[src/design/b64lw_pkg.sv]
package b64lw_pkg;

    // input beat: one raw byte and the end-of-stream flag
    typedef struct packed {
        logic [7:0] data_byte;
        logic       final_byte;
    } in_beat_t;

    // output beat: one character and the end-of-run flag
    typedef struct packed {
        logic [6:0] out_char;
        logic       run_end;
    } out_beat_t;

    localparam int GROUPS_PER_LINE_DEF = 15;
    localparam int MAX_CHARS           = 6;
    localparam int CNT_W               = $clog2(MAX_CHARS + 1);

    localparam logic [6:0] CHAR_CR      = 7'h0D;
    localparam logic [6:0] CHAR_LF      = 7'h0A;
    localparam logic [6:0] CHAR_PAD_STD = 7'h3D;  // '='
    localparam logic [6:0] CHAR_PAD_WEB = 7'h2D;  // '-'

    // one encoded group, first character in slot 0
    typedef struct packed {
        logic [MAX_CHARS-1:0][6:0] chars;
        logic [CNT_W-1:0]          count;
        logic                      fin;
    } group_t;

    // sender status seen by the group builder
    typedef struct packed {
        logic busy;
        logic last_taken;
    } snd_status_t;

    // six-bit value to alphabet character
    function automatic logic [6:0] enc_char(input logic [5:0] six, input logic web);
        logic [6:0] r;
        if (six < 6'd26) begin
            r = 7'h41 + 7'(six);
        end else if (six < 6'd52) begin
            r = 7'h61 + 7'(six - 6'd26);
        end else if (six < 6'd62) begin
            r = 7'h30 + 7'(six - 6'd52);
        end else if (six == 6'd62) begin
            r = web ? 7'h2E : 7'h2B;  // '.' or '+'
        end else begin
            r = web ? 7'h5F : 7'h2F;  // '_' or '/'
        end
        return r;
    endfunction

endpackage

[src/design/b64lw_sender.sv]
module b64lw_sender (
    input  logic                  aclk,
    input  logic                  aresetn,
    input  logic                  load,
    input  b64lw_pkg::group_t     grp,
    output b64lw_pkg::snd_status_t status,
    output logic                  m_valid,
    input  logic                  m_ready,
    output b64lw_pkg::out_beat_t  m_data
);
    import b64lw_pkg::*;

    logic [MAX_CHARS-1:0][6:0] chars_reg;
    logic [CNT_W-1:0]          rem_reg;
    logic                      fin_reg;
    logic                      take;

    assign m_valid = (rem_reg != '0);
    assign take    = m_valid && m_ready;

    assign m_data.out_char = chars_reg[0];
    assign m_data.run_end  = fin_reg && (rem_reg == CNT_W'(1));

    assign status.busy       = m_valid;
    assign status.last_taken = take && (rem_reg == CNT_W'(1));

    // remaining character count
    always_ff @(posedge aclk) begin
        if (!aresetn) begin
            rem_reg <= '0;
        end else if (load) begin
            rem_reg <= grp.count;
        end else if (take) begin
            rem_reg <= rem_reg - CNT_W'(1);
        end
    end

    // character shift line, slot 0 drives the output
    always_ff @(posedge aclk) begin
        if (load) begin
            chars_reg <= grp.chars;
            fin_reg   <= grp.fin;
        end else if (take) begin
            chars_reg <= {7'd0, chars_reg[MAX_CHARS-1:1]};
        end
    end

endmodule

[src/design/base64_line_wrapped_encoder.sv]
// Line-wrapped Base64 encoder.
// Input channel s_*: one byte per beat, final_byte marks the last byte of a run.
// Output channel m_*: one 7-bit ASCII character per beat; run_end marks the
// last character caused by a final byte.
// cfg_we/cfg_wdata write the alphabet select (0 standard '=', 1 web '-' pad);
// write only while idle.
// Every third byte, or a final byte, closes a group of four characters, plus
// CR LF after every GROUPS_PER_LINE groups of a run. A closing byte loads the
// character shift line; its first character is offered in the cycle after the
// byte is accepted, then one character per cycle while m_ready is high.
// Throughput: one byte per cycle into the holding registers; a group of four
// or six characters then leaves through the single character port, which
// bounds the sustained byte rate.
// A byte that only fills the group is taken even while characters wait.
// A closing byte waits until the shift line is empty or its last character
// is taken; a stalled receiver thus back-pressures after at most two more bytes.
// Reset (aresetn low, synchronous) empties the output, clears the group and
// line counters and selects the standard alphabet.
module base64_line_wrapped_encoder #(
    parameter int GROUPS_PER_LINE = b64lw_pkg::GROUPS_PER_LINE_DEF
) (
    input  logic                 aclk,
    input  logic                 aresetn,
    input  logic                 cfg_we,
    input  logic                 cfg_wdata,
    input  logic                 s_valid,
    output logic                 s_ready,
    input  b64lw_pkg::in_beat_t  s_data,
    output logic                 m_valid,
    input  logic                 m_ready,
    output b64lw_pkg::out_beat_t m_data
);
    import b64lw_pkg::*;

    localparam logic [3:0] LINE_LIMIT = 4'(GROUPS_PER_LINE);

    logic        web_reg;
    logic [1:0]  pos_reg, pos_next;
    logic [15:0] held_reg, held_next;
    logic [3:0]  gol_reg, gol_next;

    logic        accept, completes, load, crlf;
    logic [1:0]  pos_eff;
    logic [7:0]  b0, b1, b2;
    logic [3:0]  gol_inc;
    logic [6:0]  pad;
    group_t      grp;
    snd_status_t snd;

    // alphabet register
    always_ff @(posedge aclk) begin
        if (!aresetn) begin
            web_reg <= 1'b0;
        end else if (cfg_we) begin
            web_reg <= cfg_wdata;
        end
    end

    // accept control
    always_comb begin
        pos_eff   = (pos_reg == 2'd3) ? 2'd2 : pos_reg;
        completes = s_data.final_byte || (pos_eff == 2'd2);
        s_ready   = !completes || !snd.busy || snd.last_taken;
        accept    = s_valid && s_ready;
        load      = accept && completes;
    end

    // group assembly
    always_comb begin
        b0 = held_reg[15:8];
        b1 = held_reg[7:0];
        b2 = s_data.data_byte;
        if (pos_eff == 2'd0) begin
            b0 = s_data.data_byte;
            b1 = 8'd0;
            b2 = 8'd0;
        end else if (pos_eff == 2'd1) begin
            b1 = s_data.data_byte;
            b2 = 8'd0;
        end
        pad     = web_reg ? CHAR_PAD_WEB : CHAR_PAD_STD;
        gol_inc = gol_reg + 4'd1;
        crlf    = (gol_inc >= LINE_LIMIT) || (gol_inc == 4'd0);

        grp.chars[0] = enc_char(b0[7:2], web_reg);
        grp.chars[1] = enc_char({b0[1:0], b1[7:4]}, web_reg);
        grp.chars[2] = (pos_eff != 2'd0) ? enc_char({b1[3:0], b2[7:6]}, web_reg) : pad;
        grp.chars[3] = (pos_eff == 2'd2) ? enc_char(b2[5:0], web_reg) : pad;
        grp.chars[4] = CHAR_CR;
        grp.chars[5] = CHAR_LF;
        grp.count    = crlf ? CNT_W'(MAX_CHARS) : CNT_W'(4);
        grp.fin      = s_data.final_byte;
    end

    // next group and line state
    always_comb begin
        pos_next  = pos_reg;
        held_next = held_reg;
        gol_next  = gol_reg;
        if (accept) begin
            if (!completes) begin
                pos_next = pos_eff + 2'd1;
                if (pos_eff == 2'd0) begin
                    held_next = {s_data.data_byte, 8'd0};
                end else begin
                    held_next = {held_reg[15:8], s_data.data_byte};
                end
            end else begin
                pos_next  = 2'd0;
                held_next = 16'd0;
                gol_next  = (s_data.final_byte || crlf) ? 4'd0 : gol_inc;
            end
        end
    end

    always_ff @(posedge aclk) begin
        if (!aresetn) begin
            pos_reg  <= 2'd0;
            held_reg <= 16'd0;
            gol_reg  <= 4'd0;
        end else begin
            pos_reg  <= pos_next;
            held_reg <= held_next;
            gol_reg  <= gol_next;
        end
    end

    // character output
    b64lw_sender u_sender (
        .aclk    (aclk),
        .aresetn (aresetn),
        .load    (load),
        .grp     (grp),
        .status  (snd),
        .m_valid (m_valid),
        .m_ready (m_ready),
        .m_data  (m_data)
    );

    // checks
    a_group_shows: assert property (@(posedge aclk) disable iff (!aresetn)
        load |=> m_valid)
        else $error("closed group not offered on output");

    a_empty_group: assert property (@(posedge aclk) disable iff (!aresetn)
        (pos_reg == 2'd0) |-> (held_reg == 16'd0))
        else $error("bytes held in an empty group");

    a_pos_range: assert property (@(posedge aclk) disable iff (!aresetn)
        pos_reg != 2'd3)
        else $error("group position out of range");

    a_line_range: assert property (@(posedge aclk) disable iff (!aresetn)
        gol_reg < LINE_LIMIT)
        else $error("line group count past limit");

endmodule

[config.mk]
export PLATFORM = sky130hd
export DESIGN_NAME = base64_line_wrapped_encoder
export DESIGN_NICKNAME = d
export VERILOG_FILES = /design/src/design/b64lw_pkg.sv /design/src/design/b64lw_sender.sv /design/src/design/base64_line_wrapped_encoder.sv
export SDC_FILE = /design/constraint.sdc
export NUM_CORES = 1
export LEC_CHECK = 0
export BUFFER_PORTS_ARGS = -buffer_cell sky130_fd_sc_hd__buf_2
export CORE_UTILIZATION = 56
export DETAILED_ROUTE_END_ITERATION = 8
export PLACE_DENSITY = 0.87
export SLEW_MARGIN = 20
export SYNTH_ARGS = -nofsm -noshare
export SYNTH_HDL_FRONTEND = slang
export SYNTH_SLANG_ARGS = --single-unit
[constraint.sdc]
create_clock -name aclk -period 2.8 [get_ports aclk]
set_input_delay 0.28 -clock aclk [delete_from_list [all_inputs] [get_ports aclk]]
set_output_delay 0.28 -clock aclk [all_outputs]
set_load 0.01 [all_outputs]
==> out/qor.txt <==
Clock buffer depth - 2
Final HPWL from detailed placement - 8440 um
Fmax - 391 MHz
Worst-Margin Slew - 0.667 ns
Mapped Cells - 531
Reg2reg start - pos_reg[1]
TritonCTS clock tree - yes
Drt wl/cell - 17.7 um
Core Util, Final - 62.8%
Mapped Area - 0.00444 mm2
Die height - 91.0 um
RSZ-0062 raised after global routing - false
R2R Path End - u_sender.chars_reg[8]
Element type at the critical path end - register
Critical Path RT - 2.89 ns
Post-synth top cells - 58 x nand2_1, 39 x nor2_1, 36 x a21oi_1, 35 x o21ai_0
Hold Crit Class - in -> reg
Relative slew slack - 55.5%
Post-route antenna net violation count - 0
Worst Hold Margin - 0.205 ns
Hold Path End - web_reg
Synth-to-Final Area Change - 8.74%
Top cells by area, synth - edfxtp_1 20%, dfxtp_1 13%, ha_1 6.8%
Htree depth - 3
Startpoint Class - register
Tmin final - 2.56 ns
DIE AREA - 0.00828 mm2
Final hold vios - 0
Setup TNS - 0 ns
Post-synth EDFFs - 29
First drt pass iteration count - 6
Max reg flops - 24
Clk_skew - 0.00494 ns
Inst Count DP - 637
Core Box Area - 0.00769 mm2
Peak VDD IR - 708 uV
GPL Wtd Cong - 0.964
DRT iter0 DRCs - 474
Fin. max-slew vios - 0
Worst-path clk slew - 0.08 ns
R2R setup slack - 0.24 ns
Syn Nets - 570
Syn avg cell area - 8.36 um2
Vias - 4116
Status - complete, no violations
Setup CP Type - reg -> reg
Total track usage - 29.7%
Hold path cells - 3
Filler cell count - 672
TritonCTS Buffers - 9
Yosys top cell area share - 19.6%
Rows - 32
Worst-Skew Late Latency - 0.34 ns
Gr ovfl total - 0
Share of cells above drive strength 1 - 14.2%
Pwr dens - 714 mW/mm2
N_diodes - 0
Worst Reg-to-Reg Cells - 11
Seq/Total Area, Yosys - 32.7%
Most frequent cell after synthesis - nand2_1
Tcrit/Tclk final - 91.3%
Synth Register Bits - 58
I/O Pins - 25
Port Buffers - 24
Largest net degree at the start of global routing - 31
Synth warn - 0
First-pass GRT wire length - 19400 um
WL final - 11600 um
Ys flop type - edfxtp_1
Number of global-route vias before repair - 3972
Post-route DRC - 0
Yosys cell types - 72
Post-DR vias/cell - 6.30
Clock Sinks - 58
Worst hold start - cfg_wdata
Async S/R FF share, synth - 0%
Initial antenna violation count - 0
Initial Util - 57.7%
Cell Count, Final, Fillers Out - 653
CP Max Fanout - 30
Setup Viol. Count Final - 0
Max Cap Viol - 0
Post-CTS setup buffer count - 0
Hold-fix buffers, CTS - 0
Worst Path Arrival - 2.64 ns
Horiz. Die Dim - 91.0 um
Top cell type by total area after synthesis - edfxtp_1
Clk root buf - clkbuf_8
Post-layout net count - 585
Leakage power - 1.86 nW
worst max-delay path by stage:
stage	endpoint	slack (ns)	cells after the start	from
after CTS	u_sender.m_data[2]	0.16	9	pos_reg[0]
after global placement	u_sender.m_data[6]	0.21	9	pos_reg[0]
after global routing	u_sender.chars_reg[14]	0.07	10	pos_reg[0]
after floorplan	u_sender.chars_reg[12]	0.16	10	pos_reg[0]
after detailed placement	u_sender.m_data[2]	0.17	9	pos_reg[0]
final	u_sender.chars_reg[8]	0.24	11	pos_reg[1]
worst max-delay path, cell delays in order (launching register included):
cell and delay (ns):
dfxtp_2 0.44, buf_12 0.21, nor2b_4 0.05, buf_4 0.15
a22oi_4 0.26, inv_4 0.08, ha_1 0.24, and3b_1 0.22
o31a_1 0.34, a211oi_1 0.10, a21oi_1 0.13, o21ai_0 0.08
metal layers:
metal,vias up,global-route usage [%],routed length (um)
met5,-,0,0
met4,0,14.4,461
met3,44,5.78,779
met2,210,49.4,5520
met1,1900,37.0,4800
li1,1962,-,-
final cells by class:
| class | count | area (um2) | share of cell area, % |
|---|---|---|---|
| inverters | 26 | 100 | 2.07 |
| multi-input cells | 407 | 2670 | 55.3 |
| clock buffers | 10 | 149 | 3.09 |
| flip-flops and latches | 58 | 1450 | 30.1 |
| clock inverters | 6 | 45.0 | 0.934 |
| well taps | 102 | 128 | 2.65 |
| repair buffers | 44 | 283 | 5.86 |
placed cells by master, fill, tap and decap left out, types with 13 or more instances in the layout:
cell,synthesis,final
nand2_1,58,58
nor2_1,39,38
a21oi_1,36,36
o21ai_0,35,35
edfxtp_1,29,29
dfxtp_1,29,27
inv_1,25,25
nand3_1,24,24
ha_1,24,24
buf_2,6,24
buf_4,11,19
a31oi_1,14,14
nor2b_1,14,14
xnor2_1,13,13
stage by stage:
stage / total power (W) / setup slack (ns) / instance area, um2
6_report: 0.00344 / 0.243 / 4820
5_1_grt: 0.00365 / 0.0747 / 4820
4_1_cts: 0.00345 / 0.160 / 4820
3_5_place_dp: 0.00268 / 0.168 / 4620
3_3_place_gp: 0.00264 / 0.213 / 4620
2_1_floorplan: 0.00233 / 0.158 / 4440
where the power goes:
group	total, W	switching (W)	internal, W
logic	0.00123	0.000777	0.000456
registers	0.00144	0.000137	0.00130
clock network	0.000771	0.000389	0.000383
cell families after synthesis:
group,share of synthesized area (%)
AND/OR/NAND/NOR,20.3
AO/OA/AOI/OAI,26.0
buffers and inverters,7.28
flip-flops,32.7
adder cells (fa/ha/maj),6.77
XOR/XNOR,3.75
multiplexers,3.21
timing repair:
action                     in CTS  in global routing
setup endpoints to repair       0                  8
hold endpoints to repair        0                  0
gates resized for setup         0                  4
Note: power is estimated with default switching activity, not from simulation.
